$ cat src/rtl/msa_pkg.sv
// Shared constants, types and pipeline control struct of the six-channel moving average.
`default_nettype none

package msa_pkg;

    localparam int CHANNELS = 6;
    localparam int SAMPLE_W = 16;
    localparam int SUM_W    = 20;
    localparam int WINDOW   = 10;
    localparam int PTR_W    = $clog2(WINDOW);
    localparam int PROD_W   = 2 * SUM_W;

    localparam int SUM_MAX = WINDOW * 32767;
    localparam int SUM_MIN = -(WINDOW * 32768);

    // Reciprocal of the window length scaled by two to the sum width.
    localparam logic [SUM_W-1:0] RECIP     = SUM_W'((64'd1 << SUM_W) / WINDOW);
    localparam logic [SUM_W-1:0] WINDOW_V  = SUM_W'(WINDOW);
    localparam logic [PTR_W-1:0] PTR_LAST  = PTR_W'(WINDOW - 1);
    localparam logic [SUM_W:0]   REM_LIMIT = (SUM_W + 1)'(2 * WINDOW);

    typedef logic [CHANNELS-1:0][SAMPLE_W-1:0] row_t;
    typedef logic [CHANNELS-1:0][SUM_W-1:0]    sum_row_t;

    typedef struct packed {
        logic advance;
        logic valid;
    } pipe_ctl_t;

endpackage

`default_nettype wire

$ cat src/rtl/msa_divider.sv
// Pipelined signed division of the window sums by the window length.
`default_nettype none

module msa_divider import msa_pkg::*;
(
    input  wire logic      clk,
    input  wire logic      rst_n,
    input  wire pipe_ctl_t ctl,
    input  wire sum_row_t  sums,
    output row_t           avg
);

    logic [SUM_W-1:0]  mag_s3_reg [CHANNELS];
    logic              neg_s3_reg [CHANNELS];
    logic [SUM_W-1:0]  mag_s4_reg [CHANNELS];
    logic              neg_s4_reg [CHANNELS];
    logic [SUM_W-1:0]  q0_s4_reg  [CHANNELS];
    row_t              avg_reg;

    logic [PROD_W-1:0] prod    [CHANNELS];
    logic [SUM_W-1:0]  qw      [CHANNELS];
    logic [SUM_W-1:0]  rem     [CHANNELS];
    logic [SUM_W-1:0]  quot    [CHANNELS];
    logic [SUM_W-1:0]  res     [CHANNELS];
    row_t              avg_next;

    always_comb
    begin
        for (int c = 0; c < CHANNELS; c++)
        begin
            prod[c]     = PROD_W'(mag_s3_reg[c]) * PROD_W'(RECIP);
            qw[c]       = q0_s4_reg[c] * WINDOW_V;
            rem[c]      = mag_s4_reg[c] - qw[c];
            quot[c]     = q0_s4_reg[c] + SUM_W'(rem[c] >= WINDOW_V);
            res[c]      = neg_s4_reg[c] ? (~quot[c] + 1'b1) : quot[c];
            avg_next[c] = res[c][SAMPLE_W-1:0];
        end
    end

    always_ff @(posedge clk)
    begin
        if (ctl.advance)
        begin
            for (int c = 0; c < CHANNELS; c++)
            begin
                neg_s3_reg[c] <= sums[c][SUM_W-1];
                mag_s3_reg[c] <= sums[c][SUM_W-1] ? (~sums[c] + 1'b1) : sums[c];
                neg_s4_reg[c] <= neg_s3_reg[c];
                mag_s4_reg[c] <= mag_s3_reg[c];
                q0_s4_reg[c]  <= prod[c][PROD_W-1:SUM_W];
            end
            avg_reg <= avg_next;
        end
    end

    assign avg = avg_reg;

    for (genvar g = 0; g < CHANNELS; g++)
    begin : g_rem
        a_rem_bound: assert property (@(posedge clk) disable iff (!rst_n)
            ctl.valid |-> {1'b0, rem[g]} < REM_LIMIT)
            else $error("reciprocal quotient off by more than one");
    end

endmodule

`default_nettype wire
$ cat config.mk
export PLATFORM = sky130hd
export DESIGN_NAME = msa_divider
export DESIGN_NICKNAME = d
export VERILOG_FILES = /design/src/rtl/msa_pkg.sv /design/src/rtl/msa_divider.sv
export SDC_FILE = /design/constraint.sdc
export NUM_CORES = 2
export LEC_CHECK = 0
export BUFFER_PORTS_ARGS = -buffer_cell sky130_fd_sc_hd__clkbuf_2
export CAP_MARGIN = 20
export CORE_MARGIN = 8
export CORE_UTILIZATION = 52
export CTS_BUF_LIST = sky130_fd_sc_hd__clkbuf_2 sky130_fd_sc_hd__clkbuf_4 sky130_fd_sc_hd__clkbuf_8
export CTS_CLUSTER_SIZE = 20
export DETAILED_ROUTE_END_ITERATION = 8
export PLACE_DENSITY = 0.65
export SLEW_MARGIN = 20
export SYNTH_ARGS = -nofsm -noshare
export SYNTH_HDL_FRONTEND = slang
export SYNTH_SLANG_ARGS = --single-unit
$ cat constraint.sdc
create_clock -name clk -period 12.9 [get_ports clk]
set_input_delay 1.29 -clock clk [delete_from_list [all_inputs] [get_ports clk]]
set_output_delay 1.29 -clock clk [all_outputs]
set_load 0.1 [all_outputs]
# Word-level counts from Yosys, hierarchy flattened
# Memory sizes are Yosys's and may differ from the RTL's.
# Cells that the tools add are included.
# op_classes
add_sub_neg	24
n_mul	12
n_div	0
n_lt_le_gt_ge	6
n_eq_ne	0
shifts	0
n_mux	14
n_bitwise	12
n_reduce_logical	0
# op_table
operator	count
$mul 20x17->37 const B	6
$add 20x1->20 const B	6
$ge 20x4->1 const B	6
$mul 20x3->19 const B	6
$mux 20	6
$not 20->20	6
$sub 20x20->20	6
$add 16x1->16	6
$add 16x1->16 const B	6
$mux 16	6
$not 16->16	6
$mux 1	2
# totals
ff_bits	96
latch_bits	0
mem_bits_rw	354
romBits	0
input_bits	124
output_inout_bits	96
elab_cells	79
mem_count	5
# mem_list
name	words	width	read_ports	rd_ports_with_merged_regs	write_ports	line_no	text
mag_s3_reg	6	20	6	0	6	msa_divider.sv:13	logic [SUM_W-1:0] mag_s3_reg [CHANNELS];
mag_s4_reg	6	20	6	0	6	msa_divider.sv:15	logic [SUM_W-1:0] mag_s4_reg [CHANNELS];
q0_s4_reg	6	17	6	0	6	msa_divider.sv:17	logic [SUM_W-1:0] q0_s4_reg [CHANNELS];
neg_s3_reg	6	1	6	0	6	msa_divider.sv:14	logic neg_s3_reg [CHANNELS];
neg_s4_reg	6	1	6	0	6	msa_divider.sv:16	logic neg_s4_reg [CHANNELS];

# Logic depth before layout (Yosys ltp)
# An unclocked memory read counts as a cell.
# logic_depth
depth_word	8
depth_mapped	38
ltp_nobuf	38

# Worst setup path after synthesis
# OpenSTA, ideal clock, no wires.
# synth_path
path_kind	register -> register
startpoint	mem q0_s4_reg[1][3] (netlist name)
endpoint	reg avg_reg, in the netlist avg[31], data pin
setup_time_ns	0.261
t_arrival_ns	6.716
required_ns	12.639
setup_slack_ns	5.923
stages_incl_launch_ff	36
n_path_buf	0
synth_period_minus_slack_ns	6.977
path_cell_list	edfxtp_1 > ha_1 > ha_1 > fa_1 > a21o_1 > a21oi_1 > o21bai_1 > a21oi_1 > o21bai_1 > a21oi_1 > o21bai_1 > a2111oi_0 > o31ai_1 > a21oi_1 > xor2_1 > ha_1 > nand2b_1 > a211oi_1 > nor4_1 > o21ai_0 > nor3_1 > nand3_1 > nor4_1 > nand2_1 > a211oi_1 > nand4_1 > ha_1 > ha_1 > xor2_1 > or3_1 > nor3_1 > nand3_1 > inv_1 > nand4_1 > o21ai_0 > xnor2_1
# synth_lines
element	line_no	text
from (decl)	msa_divider.sv:17	
to (signal assigned)	msa_divider.sv:52	avg_reg <= avg_next;
to (decl)	msa_divider.sv:18	row_t avg_reg;

==> reports/results.tsv <==
metric	value	unit
CTS buffer count	84	
via count	40800	
Tmin final	7900	ps
count of final max-slew check failures	0	
number of gates resized after CTS	0	
global-route wire length before repair	216000	um
antenna-violating nets left	0	
vias per inst	5.29	
maximum fanout along the worst path	7	
row cnt	125	
max cap viols	0	
asr flop ratio synth	0	%
Synth cell types	81	
die width	358	um
YS warnings	0	
initial antenna violation count	7	
Fin Hold WS	422	ps
Fin Setup TNS	0	ps
post-CTS setup buffers	0	
largest net degree at the start of global routing	145	
Startpoint Class	register	
fin nets	8082	
slowest CP cell	edfxtp_1	
clock sinks	444	
routability cong.	0.929	
DR pass1 iterations	5	
final setup fails	0	
layout cell share with drive strength beyond 1	6.46	%
Syn Area/Cell	10.4	um2
Synth Register Bits	444	
HP Class	register to register	
post-synthesis cell area	60800	um2
synthesized instance count	5845	
Hold Vio Cnt, Final	0	
Top FF cell, synth	edfxtp_1	
Slew @ Worst Pin	1030	ps
hpwl dp	113000	um
max_slew headroom	31.0	%
skew final	35.9	ps
outcome	finished clean	
Hold-fix buffers, CTS	0	
DRC	0	
GRT overflow	0	
die area	128000	um2
vias in the first global route	42600	
starting density of the core	52.4	%
CTS tree	built	
GRT Util Overall	20.8	%
number of top-level pins	220	
Clock Latency Late Sink	720	ps
Die Y	358	um
Area growth syn-to-layout	7.76	%
Core Region	116000	um2
max reg flops	120	
EDFF count, synth	444	
Reg clk slew, reported paths	60	ps
slowest stage delay, CP	500	ps
worst endpoint required time	13360	ps
commonest non-fill, non-tap cell in the layout	inv_1	
deepest clock path buffer count	3	
WP data arrival	8360	ps
fin crit share	61.3	%
syn nets	7814	
final WL	131000	um
Crit Path Class	register to register	
Fmax achieved	127	MHz
htree depth	3	
Buffers on Ports	217	
CP Capture Type	register	
Seq/Total Area, Yosys	21.9	%
unrepaired setup endpoints after global routing	false	
commonest non-fill, non-tap cells in the layout	inv_1, ha_1, fa_1	
DRT iter0 DRCs	1776	
Routed WL per cell	17.0	um
clk root buf	clkbuf_8	
## critical path: cells and delay by family (launching register included)
family                   cells  cell delay [ps]
XOR/XNOR                     2              280
AO/OA/AOI/OAI               16             2940
flip-flops                   1              500
adder cells (fa/ha/maj)      6             1850
AND/OR/NAND/NOR             12             2090
## per-layer routing
layer / vias up / routed length [um] / GRT usage (%)
li1: 20200 / - / -
met1: 19700 / 61400 / 28.6
met2: 725 / 60900 / 34.6
met3: 160 / 6460 / 3.57
met4: 0 / 2440 / 4.12
met5: - / 0 / 0
## cells in the mapped netlist (102+ instances only)
| master | count | area (um2) |
|---|---|---|
| inv_1 | 1274 | 4780 |
| a21oi_1 | 226 | 1130 |
| nor2_1 | 163 | 612 |
| a21o_1 | 102 | 766 |
| xor2_1 | 171 | 1500 |
| fa_1 | 660 | 13200 |
| nand3_1 | 114 | 571 |
| nand2_1 | 228 | 856 |
| edfxtp_1 | 444 | 13300 |
| xnor2_1 | 343 | 3000 |
| o21ai_0 | 182 | 911 |
| ha_1 | 1185 | 14800 |
## stage by stage
| step | cells | util [%] | cell area (um2) | worst slack [ps] |
|---|---|---|---|---|
| after floorplan | 5845 | - | 60800 | 5920 |
| final | 7701 | 56.5 | 65500 | 5000 |
| after global routing | 7700 | 56.4 | 65500 | 4300 |
| after detailed placement | 7551 | 54.9 | 63700 | 4980 |
| after global placement | 7551 | 54.9 | 63700 | 5070 |
| after CTS | 7698 | 56.4 | 65500 | 4940 |
## cell families (layout without fill, tap and decap cells)
| kind of cell | after synthesis | in the layout | share of synthesized area (%) |
|---|---|---|---|
| other | 0 | 3 | 0 |
| and+or+nand+nor | 908 | 908 | 7.60 |
| adders and majority gates | 1845 | 1845 | 46.1 |
| muxes | 8 | 8 | 0.136 |
| xor gates and xnor gates | 516 | 516 | 7.48 |
| buffers and inverters | 1312 | 1641 | 8.10 |
| AOI/OAI and AO/OA | 812 | 812 | 8.63 |
| DFF | 444 | 444 | 21.9 |
## area by class of cell
cell class | instances | area (um2)
diodes | 3 | 7.51
clock buffers | 102 | 1290
clock inverters | 45 | 513
fillers | 10100 | 50500
inverters | 1274 | 4780
multi-input cells | 4089 | 42500
flip-flops and latches | 444 | 13300
well taps | 1524 | 1910
repair buffers | 220 | 1140
## worst paths after layout
path                         from            end  slack [ps]  cells after the start
setup reg to reg  q0_s4_reg[4][1]        avg[79]        5000                     36
hold / removal      neg_s3_reg[3]  neg_s4_reg[3]         420                      0
setup / recovery  q0_s4_reg[4][1]        avg[79]        5000                     36
hold reg to reg     neg_s3_reg[3]  neg_s4_reg[3]         420                      0
Power is not shown: default switching activity piles up to over one toggle a cycle in this logic, so the estimate is an artifact.
