## config.mk

```make
export PLATFORM = sky130hd
export DESIGN_NAME = msa_accum
export DESIGN_NICKNAME = d
export VERILOG_FILES = /design/src/rtl/msa_pkg.sv /design/src/rtl/msa_accum.sv
export SDC_FILE = /design/constraint.sdc
export NUM_CORES = 1
export LEC_CHECK = 0
export ABC_CLOCK_PERIOD_IN_PS = 5400
export BUFFER_PORTS_ARGS = -buffer_cell sky130_fd_sc_hd__buf_4
export CAP_MARGIN = 20
export CORE_ASPECT_RATIO = 0.5
export CORE_MARGIN = 5
export CORE_UTILIZATION = 55
export DETAILED_ROUTE_END_ITERATION = 7
export GPL_TIMING_DRIVEN = 0
export PLACE_DENSITY = 0.84
export SLEW_MARGIN = 20
export SYNTH_ARGS = -nofsm -noshare
export SYNTH_HDL_FRONTEND = slang
export SYNTH_SLANG_ARGS = --single-unit
```

## constraint.sdc

```tcl
create_clock -name clk -period 5.4 [get_ports clk]
set_input_delay 0.27 -clock clk [delete_from_list [all_inputs] [get_ports clk]]
set_output_delay 0.27 -clock clk [all_outputs]
set_load 0.05 [all_outputs]
```

## src/rtl/msa_pkg.sv

```systemverilog
// Shared constants, types and pipeline control struct of the six-channel moving average.
`default_nettype none

package msa_pkg;

    localparam int CHANNELS = 6;
    localparam int SAMPLE_W = 16;
    localparam int SUM_W    = 20;
    localparam int WINDOW   = 10;
    localparam int PTR_W    = $clog2(WINDOW);
    localparam int PROD_W   = 2 * SUM_W;

    localparam int SUM_MAX = WINDOW * 32767;
    localparam int SUM_MIN = -(WINDOW * 32768);

    // Reciprocal of the window length scaled by two to the sum width.
    localparam logic [SUM_W-1:0] RECIP     = SUM_W'((64'd1 << SUM_W) / WINDOW);
    localparam logic [SUM_W-1:0] WINDOW_V  = SUM_W'(WINDOW);
    localparam logic [PTR_W-1:0] PTR_LAST  = PTR_W'(WINDOW - 1);
    localparam logic [SUM_W:0]   REM_LIMIT = (SUM_W + 1)'(2 * WINDOW);

    typedef logic [CHANNELS-1:0][SAMPLE_W-1:0] row_t;
    typedef logic [CHANNELS-1:0][SUM_W-1:0]    sum_row_t;

    typedef struct packed {
        logic advance;
        logic valid;
    } pipe_ctl_t;

endpackage

`default_nettype wire

```

## src/rtl/msa_accum.sv

```systemverilog
// Running window sums, one per channel.
`default_nettype none

module msa_accum import msa_pkg::*;
(
    input  wire logic      clk,
    input  wire logic      rst_n,
    input  wire pipe_ctl_t ctl,
    input  wire row_t      fresh,
    input  wire row_t      oldest,
    output sum_row_t       sums
);

    sum_row_t sum_reg;
    sum_row_t sum_next;

    always_comb
    begin
        for (int c = 0; c < CHANNELS; c++)
        begin
            sum_next[c] = sum_reg[c] + SUM_W'($signed(fresh[c]))
                        - SUM_W'($signed(oldest[c]));
        end
    end

    always_ff @(posedge clk or negedge rst_n)
    begin
        if (!rst_n)
        begin
            sum_reg <= '0;
        end
        else if (ctl.advance && ctl.valid)
        begin
            sum_reg <= sum_next;
        end
    end

    assign sums = sum_reg;

    for (genvar g = 0; g < CHANNELS; g++)
    begin : g_bound
        a_sum_bound: assert property (@(posedge clk) disable iff (!rst_n)
            $signed(sum_reg[g]) <= SUM_MAX && $signed(sum_reg[g]) >= SUM_MIN)
            else $error("window sum outside the range of a full window");
    end

endmodule

`default_nettype wire

```

Yosys cells after proc, flatten, opt, wreduce, memory -nomap -nowiden --
Cells that the tools add are included.
Cells by class: add/subtract/negate cells 12, reductions and logical operators 1
Operator list (number):
- adder 20 bit | 6
- subtractor 20 bit | 6
- logical AND 1 bit | 1
Word-level totals: flip-flop bits (word level) 120, bits of input ports 196, output and inout bits 120, word-level logic and storage cells 19

Depth between registers and ports, before layout --
Gate-level depths: netlist of run 1.
depth after elaboration 2, depth in mapped cells 13, depth with buffers taken out 13

Worst setup path after synthesis of run 1 --
Ideal clock, no wire load.
path kind reg-to-reg, from reg sum_reg, in the netlist sums[64], to reg sum_reg, in the netlist sums[76], library setup time 0.133 ns, data arrival time 3.099 ns, data required time 5.267 ns, path slack 2.168 ns, stages on the path, launching flop included 12, path buffers 0, period minus slack after synthesis 3.232 ns, cells stage by stage dfrtp_1 > inv_1 > fa_1 > inv_1 > ha_1 > a2111oi_4 > o21ai_1 > a21oi_1 > o211ai_1 > a41oi_1 > mux2i_1 > o211ai_1
On the way: cells in the longest elaborated chain, start to end 2
Ends and longest elaborated chain:
- from (decl) | RTL line msa_accum.sv:14 | sum_row_t sum_reg;
- from (signal assigned) | RTL line msa_accum.sv:34 | sum_reg <= sum_next;
- adder 20 bit | RTL line msa_accum.sv:21 | sum_next[c] = sum_reg[c] + SUM_W'($signed(fresh[c]))
- subtractor 20 bit | RTL line msa_accum.sv:22 | - SUM_W'($signed(oldest[c]));
Every way passes these cells. A chain may end at the register's enable or synchronous reset.

Final worst setup path of run 1 --
from reg sum_reg, in the netlist sums[40], to reg sum_reg, in the netlist sums[58]
The elaborated chain is that of the path after synthesis.

==> results of run 1 <==
==> critical path, delay by kind of cell, from the launching register on <==
kind | cells | cell delay (ns)
adder cells (fa/ha/maj) | 3 | 0.99
flip-flops | 1 | 0.36
buffers and inverters | 2 | 0.11
AND/OR/NAND/NOR | 1 | 0.20
AO/OA/AOI/OAI | 6 | 1.69
==> through the flow <==
step                      worst slack [ns]  instances  area, sq um
after detailed placement              2.09       2395        16900
after global placement                2.08       2394        16900
after floorplan                       2.17       1735        14100
final                                 1.93       2428        17600
after global routing                  1.79       2428        17600
after CTS                             2.01       2428        17600
==> power by group through the flow <==
stage | sequential [uW] | clock [uW] | combinational [uW]
detailed placement | 1730 | 0 | 9250
finish | 1710 | 1350 | 9400
floorplan | 3120 | 0 | 5580
global placement | 1710 | 0 | 9060
CTS | 1720 | 1360 | 9340
global route | 1770 | 1390 | 10400
==> final timing paths <==
| kind | to | depth (start not counted) | slack (ns) | startpoint |
|---|---|---|---|---|
| max | sums[58] | 12 | 1.93 | sums[40] |
| min | sums[20] | 4 | 0.18 | fresh[16] |
| max reg2reg | sums[58] | 12 | 1.93 | sums[40] |
| min reg2reg | sums[39] | 1 | 0.47 | sums[39] |
| max in group asynchronous | sums[77] | 3 | 4.33 | rst_n |
| min in group asynchronous | sums[53] | 2 | 0.33 | rst_n |
==> per-layer routing <==
layer | wire [microns] | global-route usage [%] | vias to the layer above
met5 | 0 | 0 | -
met3 | 1980 | 4.39 | 89
li1 | - | - | 6318
met4 | 1270 | 10.0 | 0
met2 | 19900 | 48.3 | 390
met1 | 17000 | 35.0 | 6322
==> cell type report <==
| class | instances | area, sq um |
|---|---|---|
| multi-input combinational | 1115 | 9180 |
| fill | 2037 | 7620 |
| sequential | 120 | 3000 |
| timing repair buffer | 317 | 2410 |
| inverter | 460 | 1730 |
| clock buffer | 26 | 519 |
| tap | 344 | 430 |
| buffer | 40 | 188 |
| clock inverter | 6 | 158 |
==> cell families after synthesis <==
logic type      count (synthesis)  synth area share, %
flops                         120                 21.3
compound gates                424                 19.8
simple gates                  364                 12.5
xor+xnor                       77                 4.78
mux                            10                0.728
fa+ha+maj                     240                 27.4
buf+inv                       500                 13.6
==> layout by cell type, fill, tap and decap left out, drive strengths merged, types with 22 or more instances in the layout <==
cell,instances
inv,460
buf,324
nand2,155
o21ai,134
ha,126
dfrtp,120
fa,114
a21oi,90
clkbuf,58
nor2,54
a21o,47
xor2,40
xnor2,37
nand3,24
nor3,22
==> reports/metrics.cfg, run 1 <==
[floorplanning]
num_rows = 41
core-area_sq_um = 25200
die_y_microns = 123
die_area_sq_um = 29100
start_util_pct = 55.9
die_w_microns = 236
io-pin-count = 316

[critical_path]
crit_chain = inv_1, ha_1, inv_1, ha_1, fa_1, a211oi_1, o21bai_1, a21oi_1, o221ai_1, o31ai_1, a211oi_1, nand3b_1
crit_fanout = 4
crit_path_end_kind = flop
cp-start-kind = flop
critPathMaxStageDelay_ns = 0.50
cp.required_ns = 5.71
crit_type = reg2reg
crit_slowest_cell = fa_1
arrival_ns = 3.78

[timing]
finClkSkew_ns = 0.00979
hold_slack_ns = 0.177
grt_setup_unrepaired = false
slew_headroom_pct = 33.2
setup_viol = 0
tns_ns = 0
worstMarginPinSlew_ns = 1.00
fmax_mhz = 288
hold_viol = 0
fin_crit_ns = 3.47
maxSlewViolCount = 0
period_share_pct = 64.3

[power]
p_comb_share_pct = 75.4
power_density_nw_per_um2 = 707
p_leak_uw = 0.00960
p_clk_share_pct = 10.8
switching_power_uw = 6650
seq_power_share_pct = 13.8
vdd_drop_max_mv = 0.308
p_sw_share_pct = 53.4
p_total_uw = 12500
p_int_uw = 5810

[yosys]
yosysWarnings = 0
ys_types = 72
synth-edff-count = 0
synth_area_sq_um = 14100
synth.top_cell.area_share_pct = 21.3
post-synth-top-count-cell = inv_1
ys_seq_area_share_pct = 21.3
postSynthCellCount = 1735
ys_ff_latch = 120
ys.flop_type = dfrtp_1
syn_area_per_cell_sq_um = 8.13
synth_top_cell_by_area = dfrtp_1
synth_commonest_cells = 460 x inv_1, 155 x nand2_1, 126 x ha_1
synth_nets = 2171
synthTopCellsByArea = dfrtp_1 21%, fa_1 16%, inv_1 12%, ha_1 11%, o21ai_0 4.4%
ys_async_sr_fraction_pct = 100

[cts]
clk_latency_ns = 0.44
postCtsResizedCells = 0
clk_pin_slew_worst_paths_ns = 0.06
cts_made_buffers = 17
post_cts_buffers = 0
clkSinkCount = 120
hold_buffers = 1
cts_root_buf = clkbuf_16
cts_tree = built
clk_path_buf_depth = 2
cts_max_level = 4

[final_layout]
drive_above_1_share_pct = 18.0
antennaDiodeCount = 0
nets = 2507
syn2layout_area_growth_pct = 24.9
fin_util_pct = 69.8
largest_reg_flops = 120

[grt]
track_usage_pct = 27.5
grt_pass1_wl_microns = 65000
grt_pass1_vias = 13300
antenna_found_initial = 0
gr-total-overflow = 0
grt_start_max_net_pins = 77

[placement]
hpwl_microns = 32000
place_congestion = 0.921
portBuffers = 315

[routing]
post_drt_wl_per_cell_microns = 16.5
first_iter_violations = 972
route.detailed.drc = 0
antenna_left = 0
viasPerCell = 5.40
routed_wirelength_microns = 40100
vias = 13100
dr.pass1.iters = 5

[hold_path]
min_path_type = in2reg

[run]
cap_violations = 0

[status]
status = completed

Power figures use the tool's default switching activity.
==> inputs of run 2 (changes only) <==
- ABC_AREA: not set -> 1
- ABC_CLOCK_PERIOD_IN_PS: 5400 -> 3100
- CORE_UTILIZATION: 55 -> 52
- PLACE_DENSITY: 0.84 -> 0.82
- clock period: 5.4 -> 3.1 ns (I/O delays scaled with it)
==> reports/metrics.cfg, run 2 <==
[floorplanning]
io-pin-count = 316  ; unchanged
num_rows = 44  ; +7.3%
die_area_sq_um = 33000  ; +13%
die_y_microns = 131  ; +6.3%
core-area_sq_um = 29000  ; +15%
start_util_pct = 52.6  ; -3.3 points
die_w_microns = 252  ; +6.6%

[routing]
routed_wirelength_microns = 46000  ; +15%
route.detailed.drc = 0  ; unchanged
post_drt_wl_per_cell_microns = 15.0  ; -9.0%
vias = 15200  ; +16%
first_iter_violations = 934  ; -3.9%
dr.pass1.iters = 6  ; +1
viasPerCell = 4.98  ; -7.8%
antenna_left = 0  ; unchanged

[hold_path]
holdPathEnd = sums[20]
min_from = fresh[16]
min_path_type = in2reg
whs_path_depth = 4  ; unchanged

[power]
vdd_drop_max_mv = 0.582  ; +89%
p_sw_share_pct = 57.7  ; +4.3 points
p_int_uw = 9760  ; +68%
p_leak_uw = 0.0113  ; +18%
power_density_nw_per_um2 = 1230  ; +74%
switching_power_uw = 13300  ; +100%
seq_power_share_pct = 13.0  ; -0.8 points
p_clk_share_pct = 9.1  ; -1.7 points
p_comb_share_pct = 77.9  ; +2.5 points

[cts]
clk_pin_slew_worst_paths_ns = 0.06  ; about the same
cts_made_buffers = 17  ; unchanged
clkSinkCount = 120  ; unchanged
cts_root_buf = clkbuf_16
clk_path_buf_depth = 2  ; unchanged
cts_max_level = 4  ; unchanged
postCtsResizedCells = 0  ; unchanged
clk_latency_ns = 0.46  ; +0.02 ns
cts_tree = built

[yosys]
ys_types = 27  ; -63%
ys_seq_area_share_pct = 19.7  ; -1.6 points
ys.flop_type = dfrtp_1
post-synth-top-count-cell = nand2_1
synth_commonest_cells = 709 x nand2_1, 623 x inv_1, 129 x nor2_1
ys_ff_latch = 120  ; unchanged
synth_nets = 2752  ; +27%
ys_async_sr_fraction_pct = 100  ; unchanged
synth_top_cell_by_area = dfrtp_1
synthTopCellsByArea = dfrtp_1 20%, nand2_1 17%, inv_1 15%, fa_1 15%, ha_1 10%
synth.top_cell.area_share_pct = 19.7  ; -1.6 points
syn_area_per_cell_sq_um = 6.58  ; -19%
synth_area_sq_um = 15200  ; +8.1%
yosysWarnings = 0  ; unchanged
postSynthCellCount = 2316  ; +33%
synth-edff-count = 0  ; unchanged

[final_layout]
drive_above_1_share_pct = 15.0  ; -3.0 points
nFillCells = 2629  ; +29%
largest_reg_flops = 120  ; unchanged
final_common_cell = nand2_1
syn2layout_area_growth_pct = 23.0
final_cells = 3059  ; +26%
nets = 3088  ; +23%
mostFrequentLayoutCells = 709 x nand2_1, 623 x inv_1, 316 x buf_4

[timing]
grt_setup_unrepaired = false
fmax_mhz = 396  ; +38%
setup_viol = 0  ; unchanged
fin_crit_ns = 2.53  ; -0.947 ns
tns_ns = 0  ; unchanged
slew_headroom_pct = 35.7  ; +2.5 points
hold_viol = 0  ; unchanged
maxSlewViolCount = 0  ; unchanged
finClkSkew_ns = 0.0161  ; +0.00631 ns
period_share_pct = 81.5  ; +17 points
worstMarginPinSlew_ns = 0.965  ; -0.0374 ns

[grt]
gr-total-overflow = 0  ; unchanged
grt_start_max_net_pins = 62  ; -19%
track_usage_pct = 27.7  ; +0.20 points
grt_pass1_vias = 15000  ; +13%
antenna_found_initial = 3  ; +3
grt_pass1_wl_microns = 72900  ; +12%

[critical_path]
r2r-end = sums[116]
reg2regPathDepth = 16  ; +4
rr_startpoint = sums[100]
crit_path_end_kind = flop
crit_fanout = 5  ; +1
crit_type = reg2reg
arrival_ns = 2.86  ; -0.92 ns
rrSetupSlack_ns = 0.57  ; -1.35 ns
cp-start-kind = flop
cp.required_ns = 3.43  ; -2.28 ns

[placement]
place_congestion = 0.966  ; +4.9%
post-place-cells = 3023  ; +26%
hpwl_microns = 37600  ; +18%
portBuffers = 315  ; unchanged

[run]
cap_violations = 0  ; unchanged

[status]
status = completed

## run 2: cell types whose count changed after synthesis, moves of 20 or more
cell      change
inv_1       +163
xor2_1       -28
nand2_1     +554
nand3_2      +21
nor2_1       +75
a211oi_1     -20
a21o_1       -45
nand3_1     +103
o21ai_0      -57
## run 2: routing by layer
metal	GRT usage (%)	vias to the layer above	routed length, microns	share of wire (%)
li1	-	7572	-	-
met1	33.9	7156	19500	42
met2	48.7	403	22300	48
met3	5.06	107	2230	4.9
met4	12.4	0	1950	4.2
met5	0	-	0	0
## run 2: worst max path at each step
stage	startpoint	end	slack, ns	cells past startpoint
after floorplan	sums[100]	sums[116]	0.64	16
after global placement	sums[100]	sums[116]	0.67	16
after detailed placement	sums[100]	sums[116]	0.61	16
after CTS	sums[100]	sums[116]	0.61	16
after global routing	sums[100]	sums[116]	0.36	16
final	sums[100]	sums[116]	0.57	16
## run 2: power by group through the flow
stage	clock network, uW	logic (uW)	registers [uW]
6_report	2100	18000	2990
5_1_grt	2180	20100	3080
4_1_cts	2100	17800	2990
3_5_place_dp	0	17700	2990
3_3_place_gp	0	17300	2980
2_1_floorplan	0	10700	5460
## run 2: worst max-delay path, cell delays in order (launching register included)
cell     delay, ns
dfrtp_1       0.38
inv_1         0.07
ha_1          0.22
inv_1         0.06
ha_1          0.20
inv_1         0.08
fa_1          0.41
inv_1         0.16
nand3_1       0.09
nand3_1       0.14
nand2_1       0.07
nand2_1       0.15
nand2_1       0.09
nand2_1       0.07
nand2_1       0.04
nand3_1       0.11
nand2_1       0.07
## run 2: metrics by stage
step / util [%] / setup slack, ns / area, sq um / total power, uW / hold WS (ns)
after floorplan: - / 0.637 / 15200 / 16200 / -0.141
after global placement: 62.5 / 0.668 / 18100 / 20300 / 0.487
after detailed placement: 62.6 / 0.608 / 18100 / 20700 / 0.138
after CTS: 64.7 / 0.608 / 18700 / 22900 / 0.0213
after global routing: 64.7 / 0.359 / 18700 / 25300 / 0.0475
final: 64.7 / 0.575 / 18700 / 23100 / 0.0400
## run 2: layout make-up
cell class	count	area [sq um]	share of cell area, %
inverters	626	2350	12.5
repair buffers	317	2410	12.9
multi-input cells	1545	9760	52.1
well taps	391	489	2.61
diodes	3	7.51	0.0401
flip-flops and latches	120	3000	16.0
clock inverters	8	92.6	0.494
clock buffers	24	502	2.68
plain buffers	25	115	0.614
## run 2: cell families (layout without fill, tap and decap cells)
kind of cell	after synthesis	in the layout	share of synthesized area [%]
AO/OA/AOI/OAI	197	197	6.79
XOR/XNOR	37	37	2.13
adder cells (fa/ha/maj)	240	240	25.3
buffers and inverters	651	1000	16.2
flip-flops	120	120	19.7
other	0	3	0
AND/OR/NAND/NOR	1071	1071	29.9
## run 2: timing repair
action                                  CTS  global route
endpoints found under the hold margin    59             0
setup buffers                             0             0
hold buffers                              1             0
endpoints found under the setup margin    0             0
